--- config.mk ---
export PLATFORM = sky130hd
export DESIGN_NAME = lru_page_buffer_controller
export DESIGN_NICKNAME = d
export VERILOG_FILES = /design/src/rtl/lpbc_pkg.sv /design/src/rtl/lru_page_buffer_controller.sv
export VERILOG_INCLUDE_DIRS = /design/src /design/src/rtl
export SDC_FILE = /design/constraint.sdc
export NUM_CORES = 2
export LEC_CHECK = 0
export ABC_AREA = 1
export BUFFER_PORTS_ARGS = -buffer_cell sky130_fd_sc_hd__buf_2
export CORE_MARGIN = 2
export CORE_UTILIZATION = 40
export CTS_CLUSTER_SIZE = 12
export DETAILED_ROUTE_END_ITERATION = 8
export SLEW_MARGIN = 10
export SYNTH_ARGS = -nofsm -noshare
export SYNTH_HDL_FRONTEND = slang
export SYNTH_SLANG_ARGS = --single-unit
--- constraint.sdc ---
create_clock -name i_clk -period 6.1 [get_ports i_clk]
set_input_delay 0.915 -clock i_clk [delete_from_list [all_inputs] [get_ports i_clk]]
set_output_delay 0.915 -clock i_clk [all_outputs]
set_load 0.05 [all_outputs]
--- src/rtl/lru_page_buffer_controller_defines.svh ---
// Assertion macros for the page buffer controller.
// Included by the RTL files that carry concurrent assertions; no other dependencies.
`ifndef LRU_PAGE_BUFFER_CONTROLLER_DEFINES_SVH
`define LRU_PAGE_BUFFER_CONTROLLER_DEFINES_SVH

// Same-cycle implication, sampled on i_clk and disabled while i_rst_n is low.
`define LPBC_ASSERT_IMPL(lbl, ante, cons, msg) \
    lbl: assert property (@(posedge i_clk) disable iff (!i_rst_n) (ante) |-> (cons)) \
        else $error(msg);

// Next-cycle implication, sampled on i_clk and disabled while i_rst_n is low.
`define LPBC_ASSERT_NEXT(lbl, ante, cons, msg) \
    lbl: assert property (@(posedge i_clk) disable iff (!i_rst_n) (ante) |=> (cons)) \
        else $error(msg);

`endif

--- src/rtl/lpbc_pkg.sv ---
// Shared types, codes and constants of the page buffer controller.
// No dependencies; imported by lru_page_buffer_controller and the testbench.
package lpbc_pkg;

    localparam int NUM_FRAMES   = 16;
    localparam int FRAME_W      = 4;
    localparam int MAX_PINS_DEF = 255;
    localparam int TABLE_W      = 10;
    localparam int PAGE_W       = 32;
    localparam int REQ_W        = 3;
    localparam int STATUS_W     = 3;
    localparam int IN_DATA_W    = 48;
    localparam int OUT_DATA_W   = 48;

    typedef enum logic [REQ_W-1:0] {
        REQ_GET   = 3'd0,
        REQ_REL   = 3'd1,
        REQ_DIRTY = 3'd2,
        REQ_FLUSH = 3'd3,
        REQ_CLOSE = 3'd4
    } t_req;

    typedef enum logic [STATUS_W-1:0] {
        ST_OK           = 3'd0,
        ST_MISS         = 3'd1,
        ST_ALL_PINNED   = 3'd2,
        ST_TABLE_PINNED = 3'd3,
        ST_BAD_RELEASE  = 3'd4
    } t_status;

    typedef enum logic [3:0] {
        S_IDLE,
        S_L_RD,
        S_L_CK,
        S_V_RD,
        S_V_CK,
        S_R_RD,
        S_R_CK,
        S_C_RD,
        S_C_CK,
        S_F_RD,
        S_F_CK,
        S_F_EMIT,
        S_EMIT
    } t_state;

    typedef struct packed {
        t_status              status;
        logic [FRAME_W-1:0]   frame;
        logic                 wb;
        logic [TABLE_W-1:0]   wb_tbl;
        logic [PAGE_W-1:0]    wb_page;
        logic                 rd;
        logic                 last;
    } t_result;

    typedef logic [NUM_FRAMES-1:0][FRAME_W-1:0] t_ranks;

    // Frame that currently sits at LRU position pos.
    function automatic logic [FRAME_W-1:0] frame_at(t_ranks rk, logic [FRAME_W-1:0] pos);
        logic [FRAME_W-1:0] res;
        res = '0;
        for (int j = NUM_FRAMES - 1; j >= 0; j--) begin
            if (rk[j] == pos) begin
                res = FRAME_W'(j);
            end
        end
        return res;
    endfunction

endpackage

--- src/rtl/lru_page_buffer_controller.sv ---
// Top level of the page buffer controller: frame tags, pins and LRU replacement.
// Depends on lpbc_pkg and lru_page_buffer_controller_defines.svh.
//
//  Channel   Direction  Handshake                   Payload
//  s (in)    slave      i_s_tvalid / o_s_tready     i_s_tdata, i_s_tuser (request code)
//  m (out)   master     o_m_tvalid / i_m_tready     o_m_tdata, o_m_tuser (status), o_m_tlast
//
// Every request is worked on alone; the frame entries sit in one memory with a
// registered read, and each visited entry takes a read state and a check state.
// Release and mark dirty read a single entry; get, flush all and close table scan
// the entries in turn, and flush all and close table give one result per write-back.
// Reset is synchronous and active low; it clears all valid bits and sets the LRU
// order to frame i at position i, so the memory needs no clearing pass.
// A result waits in the output register while the next one is prepared; the scan
// stalls only when a new result is ready and that register is still held.
`include "lru_page_buffer_controller_defines.svh"

module lru_page_buffer_controller #(
    parameter int MAX_PINS = lpbc_pkg::MAX_PINS_DEF
) (
    input  logic                          i_clk,
    input  logic                          i_rst_n,
    input  logic                          i_s_tvalid,
    output logic                          o_s_tready,
    // table_num[9:0], page_num[41:10], frame_sel[45:42], zero fill [47:46]
    input  logic [lpbc_pkg::IN_DATA_W-1:0] i_s_tdata,
    // req_type[2:0]
    input  logic [lpbc_pkg::REQ_W-1:0]    i_s_tuser,
    output logic                          o_m_tvalid,
    input  logic                          i_m_tready,
    // frame_index[3:0], write_back[4], wb_table_num[14:5], wb_page_num[46:15],
    // read_needed[47]
    output logic [lpbc_pkg::OUT_DATA_W-1:0] o_m_tdata,
    // status[2:0]
    output logic [lpbc_pkg::STATUS_W-1:0] o_m_tuser,
    output logic                          o_m_tlast
);
    import lpbc_pkg::*;

    localparam int PIN_W = $clog2(MAX_PINS + 1);
    localparam logic [FRAME_W-1:0] LAST_IDX = FRAME_W'(NUM_FRAMES - 1);

    // One frame entry as it lives in the memory; the valid bit is held apart.
    typedef struct packed {
        logic [TABLE_W-1:0] tbl;
        logic [PAGE_W-1:0]  page;
        logic               dirty;
        logic [PIN_W-1:0]   pins;
    } t_entry;

    t_entry             mem [NUM_FRAMES];

    t_state             r_state, n_state;
    t_req               r_req;
    logic [TABLE_W-1:0] r_tid;
    logic [PAGE_W-1:0]  r_pg;
    logic [FRAME_W-1:0] r_sel;
    logic [FRAME_W-1:0] r_cnt;
    logic [FRAME_W-1:0] r_raddr;
    t_entry             r_rdata;
    logic [NUM_FRAMES-1:0] r_valid;
    t_ranks             r_rank;
    t_result            r_res;
    logic               r_ovalid;
    t_result            r_out;

    // Control from the output decode.
    logic               mem_re, mem_we;
    logic [FRAME_W-1:0] rd_addr, wr_addr;
    t_entry             wr_data;
    logic               valid_set, valid_clr;
    logic [FRAME_W-1:0] valid_idx;
    logic               mru_en;
    logic [FRAME_W-1:0] mru_frame;
    logic               res_load;
    t_result            res_val;
    logic               out_load;
    logic               cnt_clr, cnt_inc;

    // Conditions shared by the next-state and output decode.
    logic               s_accept, slot_free, scan_last;
    logic               rd_valid;
    t_entry             rd_ent;
    logic [FRAME_W-1:0] lru0;
    logic               lru0_free, lk_hit, vk_free, rel_bad, ck_busy, fl_match, fl_wb;
    logic [PIN_W-1:0]   pins_inc;

    t_result            fin_res;

    assign s_accept  = i_s_tvalid && o_s_tready;
    assign slot_free = !r_ovalid || i_m_tready;
    assign scan_last = (r_cnt == LAST_IDX);

    // An entry that is not valid reads as all zeros.
    assign rd_valid  = r_valid[r_raddr];
    assign rd_ent    = rd_valid ? r_rdata : '0;

    assign lru0      = frame_at(r_rank, '0);
    assign lru0_free = !r_valid[lru0];
    assign lk_hit    = rd_valid && (rd_ent.tbl == r_tid) && (rd_ent.page == r_pg);
    assign vk_free   = (rd_ent.pins == '0);
    assign rel_bad   = !rd_valid || (rd_ent.pins == '0);
    assign ck_busy   = rd_valid && (rd_ent.tbl == r_tid) && (rd_ent.pins != '0);
    assign fl_match  = rd_valid && ((r_req == REQ_FLUSH) || (rd_ent.tbl == r_tid));
    assign fl_wb     = fl_match && rd_ent.dirty;
    assign pins_inc  = (rd_ent.pins < PIN_W'(MAX_PINS)) ? rd_ent.pins + 1'b1 : rd_ent.pins;

    always_comb begin
        fin_res        = '0;
        fin_res.status = ST_OK;
        fin_res.last   = 1'b1;
    end

    // Next state.
    always_comb begin
        n_state = r_state;
        case (r_state)
            S_IDLE: begin
                if (s_accept) begin
                    case (t_req'(i_s_tuser))
                        REQ_GET:   n_state = S_L_RD;
                        REQ_REL:   n_state = S_R_RD;
                        REQ_DIRTY: n_state = S_R_RD;
                        REQ_FLUSH: n_state = S_F_RD;
                        REQ_CLOSE: n_state = S_C_RD;
                        default:   n_state = S_EMIT;
                    endcase
                end
            end
            S_L_RD: n_state = S_L_CK;
            S_L_CK: begin
                if (lk_hit) begin
                    n_state = S_EMIT;
                end else if (scan_last) begin
                    n_state = lru0_free ? S_EMIT : S_V_RD;
                end else begin
                    n_state = S_L_RD;
                end
            end
            S_V_RD: n_state = S_V_CK;
            S_V_CK: n_state = (vk_free || scan_last) ? S_EMIT : S_V_RD;
            S_R_RD: n_state = S_R_CK;
            S_R_CK: n_state = S_EMIT;
            S_C_RD: n_state = S_C_CK;
            S_C_CK: begin
                if (ck_busy) begin
                    n_state = S_EMIT;
                end else begin
                    n_state = scan_last ? S_F_RD : S_C_RD;
                end
            end
            S_F_RD: n_state = S_F_CK;
            S_F_CK: begin
                if (fl_wb) begin
                    n_state = S_F_EMIT;
                end else begin
                    n_state = scan_last ? S_EMIT : S_F_RD;
                end
            end
            S_F_EMIT: begin
                if (slot_free) begin
                    n_state = scan_last ? S_EMIT : S_F_RD;
                end
            end
            S_EMIT: begin
                if (slot_free) begin
                    n_state = S_IDLE;
                end
            end
            default: n_state = S_IDLE;
        endcase
    end

    // Outputs of the sequencer.
    always_comb begin
        mem_re    = 1'b0;
        rd_addr   = r_cnt;
        mem_we    = 1'b0;
        wr_addr   = r_raddr;
        wr_data   = rd_ent;
        valid_set = 1'b0;
        valid_clr = 1'b0;
        valid_idx = r_raddr;
        mru_en    = 1'b0;
        mru_frame = r_raddr;
        res_load  = 1'b0;
        res_val   = fin_res;
        out_load  = 1'b0;
        cnt_clr   = 1'b0;
        cnt_inc   = 1'b0;
        case (r_state)
            S_IDLE: begin
                cnt_clr = s_accept;
                // Unused request codes answer straight away.
                res_load = s_accept;
            end
            S_L_RD, S_C_RD, S_F_RD: begin
                mem_re  = 1'b1;
                rd_addr = r_cnt;
            end
            S_V_RD: begin
                mem_re  = 1'b1;
                rd_addr = frame_at(r_rank, r_cnt);
            end
            S_R_RD: begin
                mem_re  = 1'b1;
                rd_addr = r_sel;
            end
            S_L_CK: begin
                if (lk_hit) begin
                    mem_we         = 1'b1;
                    wr_data.pins   = pins_inc;
                    mru_en         = 1'b1;
                    res_load       = 1'b1;
                    res_val.status = ST_OK;
                    res_val.frame  = r_raddr;
                end else if (scan_last) begin
                    cnt_clr = 1'b1;
                    if (lru0_free) begin
                        // The LRU frame is empty: take it, no write-back.
                        mem_we         = 1'b1;
                        wr_addr        = lru0;
                        wr_data        = '{tbl: r_tid, page: r_pg, dirty: 1'b0,
                                           pins: PIN_W'(1)};
                        valid_set      = 1'b1;
                        valid_idx      = lru0;
                        mru_en         = 1'b1;
                        mru_frame      = lru0;
                        res_load       = 1'b1;
                        res_val.status = ST_MISS;
                        res_val.frame  = lru0;
                        res_val.rd     = 1'b1;
                    end
                end else begin
                    cnt_inc = 1'b1;
                end
            end
            S_V_CK: begin
                if (vk_free) begin
                    mem_we          = 1'b1;
                    wr_data         = '{tbl: r_tid, page: r_pg, dirty: 1'b0,
                                        pins: PIN_W'(1)};
                    valid_set       = 1'b1;
                    mru_en          = 1'b1;
                    res_load        = 1'b1;
                    res_val.status  = ST_MISS;
                    res_val.frame   = r_raddr;
                    res_val.wb      = rd_ent.dirty;
                    res_val.wb_tbl  = rd_ent.dirty ? rd_ent.tbl : '0;
                    res_val.wb_page = rd_ent.dirty ? rd_ent.page : '0;
                    res_val.rd      = 1'b1;
                end else if (scan_last) begin
                    res_load       = 1'b1;
                    res_val.status = ST_ALL_PINNED;
                end else begin
                    cnt_inc = 1'b1;
                end
            end
            S_R_CK: begin
                res_load      = 1'b1;
                res_val.frame = r_sel;
                if (r_req == REQ_REL) begin
                    if (rel_bad) begin
                        res_val.status = ST_BAD_RELEASE;
                    end else begin
                        mem_we       = 1'b1;
                        wr_data.pins = rd_ent.pins - 1'b1;
                    end
                end else begin
                    mem_we        = rd_valid;
                    wr_data.dirty = 1'b1;
                end
            end
            S_C_CK: begin
                if (ck_busy) begin
                    res_load       = 1'b1;
                    res_val.status = ST_TABLE_PINNED;
                    res_val.frame  = r_raddr;
                end else if (scan_last) begin
                    cnt_clr = 1'b1;
                end else begin
                    cnt_inc = 1'b1;
                end
            end
            S_F_CK: begin
                valid_clr = fl_match;
                if (fl_wb) begin
                    res_load        = 1'b1;
                    res_val.frame   = r_raddr;
                    res_val.wb      = 1'b1;
                    res_val.wb_tbl  = rd_ent.tbl;
                    res_val.wb_page = rd_ent.page;
                    res_val.last    = 1'b0;
                end else if (scan_last) begin
                    res_load = 1'b1;
                end else begin
                    cnt_inc = 1'b1;
                end
            end
            S_F_EMIT: begin
                if (slot_free) begin
                    out_load = 1'b1;
                    if (scan_last) begin
                        res_load = 1'b1;
                    end else begin
                        cnt_inc = 1'b1;
                    end
                end
            end
            S_EMIT: begin
                out_load = slot_free;
            end
            default: begin
                res_load = 1'b0;
            end
        endcase
    end

    // Frame entry memory: one write port, one registered read port.
    always_ff @(posedge i_clk) begin
        if (mem_we) begin
            mem[wr_addr] <= wr_data;
        end
        if (mem_re) begin
            r_rdata <= mem[rd_addr];
            r_raddr <= rd_addr;
        end
    end

    // Control state.
    always_ff @(posedge i_clk) begin
        if (!i_rst_n) begin
            r_state  <= S_IDLE;
            r_valid  <= '0;
            r_ovalid <= 1'b0;
            r_cnt    <= '0;
            for (int j = 0; j < NUM_FRAMES; j++) begin
                r_rank[j] <= FRAME_W'(j);
            end
        end else begin
            r_state <= n_state;
            if (cnt_clr) begin
                r_cnt <= '0;
            end else if (cnt_inc) begin
                r_cnt <= r_cnt + 1'b1;
            end
            if (valid_set) begin
                r_valid[valid_idx] <= 1'b1;
            end else if (valid_clr) begin
                r_valid[valid_idx] <= 1'b0;
            end
            // Move a frame to the MRU end; frames above it slide down one place.
            if (mru_en) begin
                for (int j = 0; j < NUM_FRAMES; j++) begin
                    if (FRAME_W'(j) == mru_frame) begin
                        r_rank[j] <= LAST_IDX;
                    end else if (r_rank[j] > r_rank[mru_frame]) begin
                        r_rank[j] <= r_rank[j] - 1'b1;
                    end
                end
            end
            if (out_load) begin
                r_ovalid <= 1'b1;
            end else if (i_m_tready) begin
                r_ovalid <= 1'b0;
            end
        end
    end

    // Payload registers.
    always_ff @(posedge i_clk) begin
        if (s_accept) begin
            r_req <= t_req'(i_s_tuser);
            r_tid <= i_s_tdata[9:0];
            r_pg  <= i_s_tdata[41:10];
            r_sel <= i_s_tdata[45:42];
        end
        if (res_load) begin
            r_res <= res_val;
        end
        if (out_load) begin
            r_out <= r_res;
        end
    end

    assign o_s_tready = (r_state == S_IDLE);
    assign o_m_tvalid = r_ovalid;
    assign o_m_tuser  = r_out.status;
    assign o_m_tlast  = r_out.last;
    assign o_m_tdata  = {r_out.rd, r_out.wb_page, r_out.wb_tbl, r_out.wb, r_out.frame};

    `LPBC_ASSERT_NEXT(a_leave_idle, s_accept, r_state != S_IDLE, "request accepted but idle")
    `LPBC_ASSERT_IMPL(a_out_slot, out_load, !r_ovalid || i_m_tready, "result overwritten")
    `LPBC_ASSERT_NEXT(a_mru_rank, mru_en, r_rank[$past(mru_frame)] == LAST_IDX, "MRU move lost")
    `LPBC_ASSERT_IMPL(a_we_state, mem_we,
        r_state == S_L_CK || r_state == S_V_CK || r_state == S_R_CK, "stray memory write")

endmodule

* After elaboration in Yosys (flattened, before gate mapping)
Memory sizes are Yosys's and may differ from the RTL's. A register that Yosys moved wholly into a read port is not among the register bits. Cells that the tools add are included.
Storage, ports and cells: bits in writable memories 816, memories 1, input port bits 55, output and inout port bits 54, bits in registers 246, word-level logic and storage cells 366
Memories:
- mem | words 16, width 51, rd ports 1, clocked after memory_dff 1, wr ports 1, line lru_page_buffer_controller.sv:51 | t_entry mem [NUM_FRAMES];
Operators by class: reductions and logical operators 72, order comparisons 21, bitwise logic cells 4, add/sub/neg operators 19, mux-type cells 155, equality and inequality tests 55
Operators with widths (count):
- $mux 4 | 78
- $mux 51 | 4
- $pmux 43 s2 | 1
- $pmux 42 s2 | 1
- $logic_not 4->1 | 18
- $eq 4x4->1 | 16
- $gt 4x4->1 | 16
- $sub 4x1->4 const B | 16
- $pmux 4 s13 | 1
- $mux 48 | 1
- $mux 47 | 1
- $mux 43 | 1
- $reduce_bool 2->1 | 18
- $eq 32x32->1 | 1
- $eq 4x4->1 const A | 8
- $mux 1 | 32
- $mux 16 | 2
- $mux 32 | 1
- $mux 8 | 4
- $reduce_and 2->1 | 16
- $pmux 9 s3 | 1
- $eq 4x4->1 const B | 6
- $pmux 4 s5 | 1
- $and 16x16->16 | 1
- other kinds (46) | 81

* Logic depth before layout (Yosys ltp)
depth in word-level cells 31, gate-level depth with buffers 48, gate-level depth less buffers 46

* Least setup slack after synthesis
Ideal clock, no wire load.
path kind register to register, from register r_rank[60] (netlist name), to memory mem[14][0] (netlist name), enable pin, slack 0.496 ns, cell stages (with the launch flop) 33, arrival time 5.145 ns, setup time 0.460 ns, buffers on the path 2, clock period less this slack 5.604 ns, data required time 5.640 ns, cells stage by stage dfxtp_1 inv_1 ha_1 nand2_1 nor2_1 nand2_1 nand2_1 nand2_1 nand2_1 nand2_1 nand2_1 nand2_1 nand2_1 nand2_1 nand2_1 nand2_1 nand2_1 nand2_1 nand2_2 nand2_2 nand2_1 nand3_1 nand3_1 nand3_1 nand2_1 clkbuf_1 nand4_1 nand2_2 nand2_1 inv_2 buf_6 nand2_2 nor2_1
On the way: longest elaborated chain between the ends 25, elaborated cells on any way between the ends 29, those cells by class mux (28); reduce/logical (1)
RTL lines:
- start: declaration | line lru_page_buffer_controller.sv:62 | t_ranks r_rank;
- start signal: indexed assignment | line lru_page_buffer_controller.sv:338 | r_rank[j] <= FRAME_W'(j);
- start signal: indexed assignment | line lru_page_buffer_controller.sv:358 | r_rank[j] <= r_rank[j] - 1'b1;
- $logic_not 4->1 * | line lpbc_pkg.sv:64 | if (rk[j] == pos) begin
- $mux 4 * (16 in series) | line lpbc_pkg.sv:64
- $bmux 1 s4 | line lru_page_buffer_controller.sv:99 | assign lru0_free = !r_valid[lru0];
- $mux 1 (implied by the code) | line lru_page_buffer_controller.sv:99
- $mux 1 | line lru_page_buffer_controller.sv:219 | if (lru0_free) begin
- $mux 1 | line lru_page_buffer_controller.sv:217 | end else if (scan_last) begin
- $mux 1 | line lru_page_buffer_controller.sv:210 | if (lk_hit) begin
- $pmux 1 s3 | line lru_page_buffer_controller.sv:191 | case (r_state)
- $mux 1 | line lru_page_buffer_controller.sv:321 | if (mem_we) begin
- $mux 1 (implied by the code) | line lru_page_buffer_controller.sv:322 | mem[wr_addr] <= wr_data;
- end: declaration | line lru_page_buffer_controller.sv:51
Mark *: on every way between the ends. The rest lies on a longest branch, timed or not. The select of a mux whose other input is x is not followed.

* Final worst setup path
from register r_raddr[0], to register r_rank[41] (netlist name)
On the way: longest elaborated chain between the ends 13, elaborated cells on any way between the ends 22, those cells by class order compare (1); eq/ne (3); mux (13); reduce/logical (5)
RTL lines:
- start: declaration | line lru_page_buffer_controller.sv:59 | logic [FRAME_W-1:0] r_raddr;
- start signal: assignment | line lru_page_buffer_controller.sv:326 | r_raddr <= rd_addr;
- $bmux 1 s4 | line lru_page_buffer_controller.sv:95 | assign rd_valid = r_valid[r_raddr];
- $mux 1 (implied by the code) | line lru_page_buffer_controller.sv:95
- $mux 51 | line lru_page_buffer_controller.sv:96 | assign rd_ent = rd_valid ? r_rdata : '0;
- $eq 10x10->1 | line lru_page_buffer_controller.sv:100 | assign lk_hit = rd_valid && (rd_ent.tbl == r_tid) && (rd_ent.page == r_pg);
- $logic_and 1x1->1 (2 in series) | line lru_page_buffer_controller.sv:100
- $mux 4 | line lru_page_buffer_controller.sv:210
- $mux 4 | line lru_page_buffer_controller.sv:191
- $bmux 4 s4 | line lru_page_buffer_controller.sv:357 | end else if (r_rank[j] > r_rank[mru_frame]) begin
- $mux 4 (implied by the code) | line lru_page_buffer_controller.sv:357
- $gt 4x4->1 | line lru_page_buffer_controller.sv:357
- $reduce_bool 2->1 (no source line)
- $reduce_and 2->1 (no source line)
Several ways; a longest one is shown, not always the timed one. The select of a mux whose other input is x is not followed. A chain may end at the register's enable or synchronous reset.

==> flow_summary.yaml <==
global_routing:
  grt_use_total_pct: 22.2
  grt_pass1_vias: 33100
  antenna_found_initial: 2
  grt_overflow: 0
  grt_max_degree: 175
  grt_first_pass_wirelength_um: 217000
critical_path:
  worst_path_most_repeated_cell: "nand2_1"
  cp_max_fo: 20
  crit_path_end_kind: "flop"
  crit_required_ps: 6670
  critical_path_arrival_ps: 6170
  crit_type: "flop to flop"
  cpPeakStageDelay_ps: 410
  start_kind: "flop"
  slowest_stage: "edfxtp_1"
floorplanning:
  start_util_pct: 40.3
  dieArea_um2: 130000
  die_w_um: 360
  io_pins: 109
  num_rows: 130
  core_area_um2: 126000
  die_y_um: 360
synthesis:
  ys_seq_area_share_pct: 64.2
  synth_edf_count: 1024
  yosys_most_used_dff: "edfxtp_1"
  ys_async_sr_fraction_pct: 0
  syn_inst: 4480
  avgSynthCellArea_um2: 11.3
  yosys_warnings: 0
  synth-seq-cells: 1113
  syn-num-nets: 4619
  synth.distinct_cells: 55
  syn_area_um2: 50700
sta:
  skew_ps: 54.1
  max_slew_margin_pct: -2.56
  setup_slack_ps: 499
  tightestPinTransition_ps: 1540
  fin_crit_ps: 5600
  max_freq_ghz: 0.179
  post-route-period-util_pct: 91.8
  finalMaxSlewViolations: 35
  finalSetupViolCount: 0
  finalHoldViolCount: 0
pwr:
  p_leak_uw: 0.0207
  p_per_area_nw_per_um2: 425
  total_power_uw: 24600
  ir_drop_mv: 0.311
flow_run:
  maxCapViolations: 0
clock_tree:
  tritoncts: "yes"
  clk_latency_ps: 750
  numCtsBuffers: 115
  clockBufferDepth: 3
  clockRootBuffer: "clkbuf_16"
  holdBufCountCts: 0
  clk_pin_slew_ps: 60
  cts_setup_buffers: 0
  htreeDepth: 3
  cts_sinks: 1113
final_layout:
  final-seq-area_um2: 32500
  final_cell_mix: "1024 x edfxtp_1, 642 x nand2_1, 429 x nand3_1"
  multi_input_area_um2: 16100
  final_util_pct: 46.0
  layout-drive-gt1-share_pct: 16.5
  nFillCells: 11300
  final_common_cell: "edfxtp_1"
  layout.nets: 4773
  stdcell_area_um2: 57900
  syn_to_final_growth_pct: 14.2
drt:
  ant_nets: 0
  wl_um: 147000
  vias: 35400
  drt_iter0_markers: 3764
  drc: 0
  wire_per_inst_um: 23.0
  viasPerCell: 5.56
  first_pass_iters: 6
placed_design:
  dp_hpwl_um: 83700
  place.gp.congestion: 0.898
  portBuffers: 106
  placed_cell_area_um2: 54300
  place_ws_ps: -25.7
run_status:
  violations: "slew limit"
  outcome: "complete, but fails checks"
worst_hold_path:
  hold_class: "primary input to flop"
## layout make-up
type / count / area share [%]
Antenna cell: 1 / 0.00433
Inverter: 325 / 2.14
Tap cell: 1650 / 3.57
Clock inverter: 46 / 0.817
Clock buffer: 151 / 5.21
Sequential cell: 1113 / 56.2
Multi-Input combinational cell: 2795 / 27.9
Timing Repair Buffer: 284 / 4.13
## worst max-delay path, delay by kind of cell (launching register included)
kind | cells | cell delay, ps
buffers and inverters | 10 | 1410
and+or+nand+nor | 22 | 2340
adders and majority gates | 1 | 310
xor gates and xnor gates | 1 | 220
AOI/OAI and AO/OA | 5 | 750
DFF | 1 | 410
## cell families (layout without fill, tap and decap cells)
family	Yosys count	after routing	synth area share [%]
adder cells (fa/ha/maj)	84	84	2.07
buffers and inverters	572	806	4.47
XOR/XNOR	120	120	2.07
AND/OR/NAND/NOR	1747	1747	16.0
multiplexers	2	2	0.0395
AO/OA/AOI/OAI	842	842	11.1
flip-flops	1113	1113	64.2
other	0	1	0
## metal layers
metal / vias up / part of all wire (%) / GRT usage (%)
met5: - / 0 / 0
met4: 0 / 2.6 / 6.57
met3: 227 / 7.0 / 3.16
met2: 1358 / 47 / 35.6
met1: 17300 / 44 / 31.3
li1: 16500 / - / -
## metrics by stage
step	TNS (ps)	hold WS [ps]	std cells
final	0	349	6365
after floorplan	0	400	4480
after global routing	-19.1	315	6364
after CTS	0	290	6363
after detailed placement	-100	405	6166
after global placement	0	402	6166
## path summary, 6_finish.rpt
| path | depth (start not counted) | from | endpoint | slack, ps |
|---|---|---|---|---|
| setup reg to reg | 39 | r_raddr[0]$_DFFE_PP_ | r_rank[41]$_SDFFE_PN1P_ | 500 |
| setup / recovery | 39 | r_raddr[0]$_DFFE_PP_ | r_rank[41]$_SDFFE_PN1P_ | 500 |
| hold reg to reg | 0 | r_res[44]$_DFFE_PP_ | o_m_tdata[4]$_DFFE_PP_ | 410 |
| hold / removal | 1 | i_s_tdata[10] | r_pg[0]$_DFFE_PP_ | 350 |
## flip-flops by register name (all words and copies together), names as in the netlist, 10 cells and up, named ones only
signal and flops:
mem 816, r_tid 10, r_pg 32, o_m_tdata 48, r_rdata 51, r_rank 64, r_res 52
## power breakdown
part / leakage (uW) / internal (uW) / switching (uW)
clock: 0.00168 / 3710 / 2950
combinational: 0.00885 / 2390 / 5380
sequential: 0.0101 / 9870 / 317
## synthesized netlist by cell type, types with 3 or more instances
| library cell | instances | area [um2] |
|---|---|---|
| ha_1 | 84 | 1050 |
| buf_1 | 18 | 67.6 |
| o21ai_1 | 8 | 40.0 |
| a21oi_1 | 104 | 521 |
| xnor2_1 | 71 | 622 |
| buf_2 | 23 | 115 |
| nor4_1 | 3 | 18.8 |
| inv_2 | 9 | 33.8 |
| o22ai_1 | 3 | 18.8 |
| o21ai_0 | 203 | 1020 |
| buf_6 | 9 | 101 |
| xor2_1 | 49 | 429 |
| o2111ai_1 | 7 | 61.3 |
| buf_4 | 6 | 45.0 |
| clkinv_1 | 3 | 11.3 |
| nand2_2 | 30 | 188 |
| nor3_1 | 20 | 100 |
| nor2_1 | 286 | 1070 |
| o221ai_1 | 44 | 385 |
| nand3_1 | 429 | 2150 |
| dfxtp_1 | 89 | 1780 |
| nor2_2 | 4 | 25.0 |
| nand2_4 | 3 | 33.8 |
| clkbuf_1 | 191 | 717 |
| o211ai_1 | 380 | 2850 |
| a32oi_1 | 16 | 140 |
| edfxtp_1 | 1024 | 30700 |
| or2_2 | 256 | 1600 |
| a31oi_1 | 7 | 43.8 |
| a22oi_1 | 5 | 37.5 |
| nand2_1 | 648 | 2430 |
| nand4_1 | 54 | 338 |
| o21bai_1 | 52 | 390 |
| inv_1 | 312 | 1170 |
| nand3_2 | 3 | 30.0 |
## timing repair
action	4_1_cts	5_1_grt
hold endpoints to repair	0	0
setup endpoints to repair	13	42
resized for setup	1	7
Power figures use the tool's default switching activity.
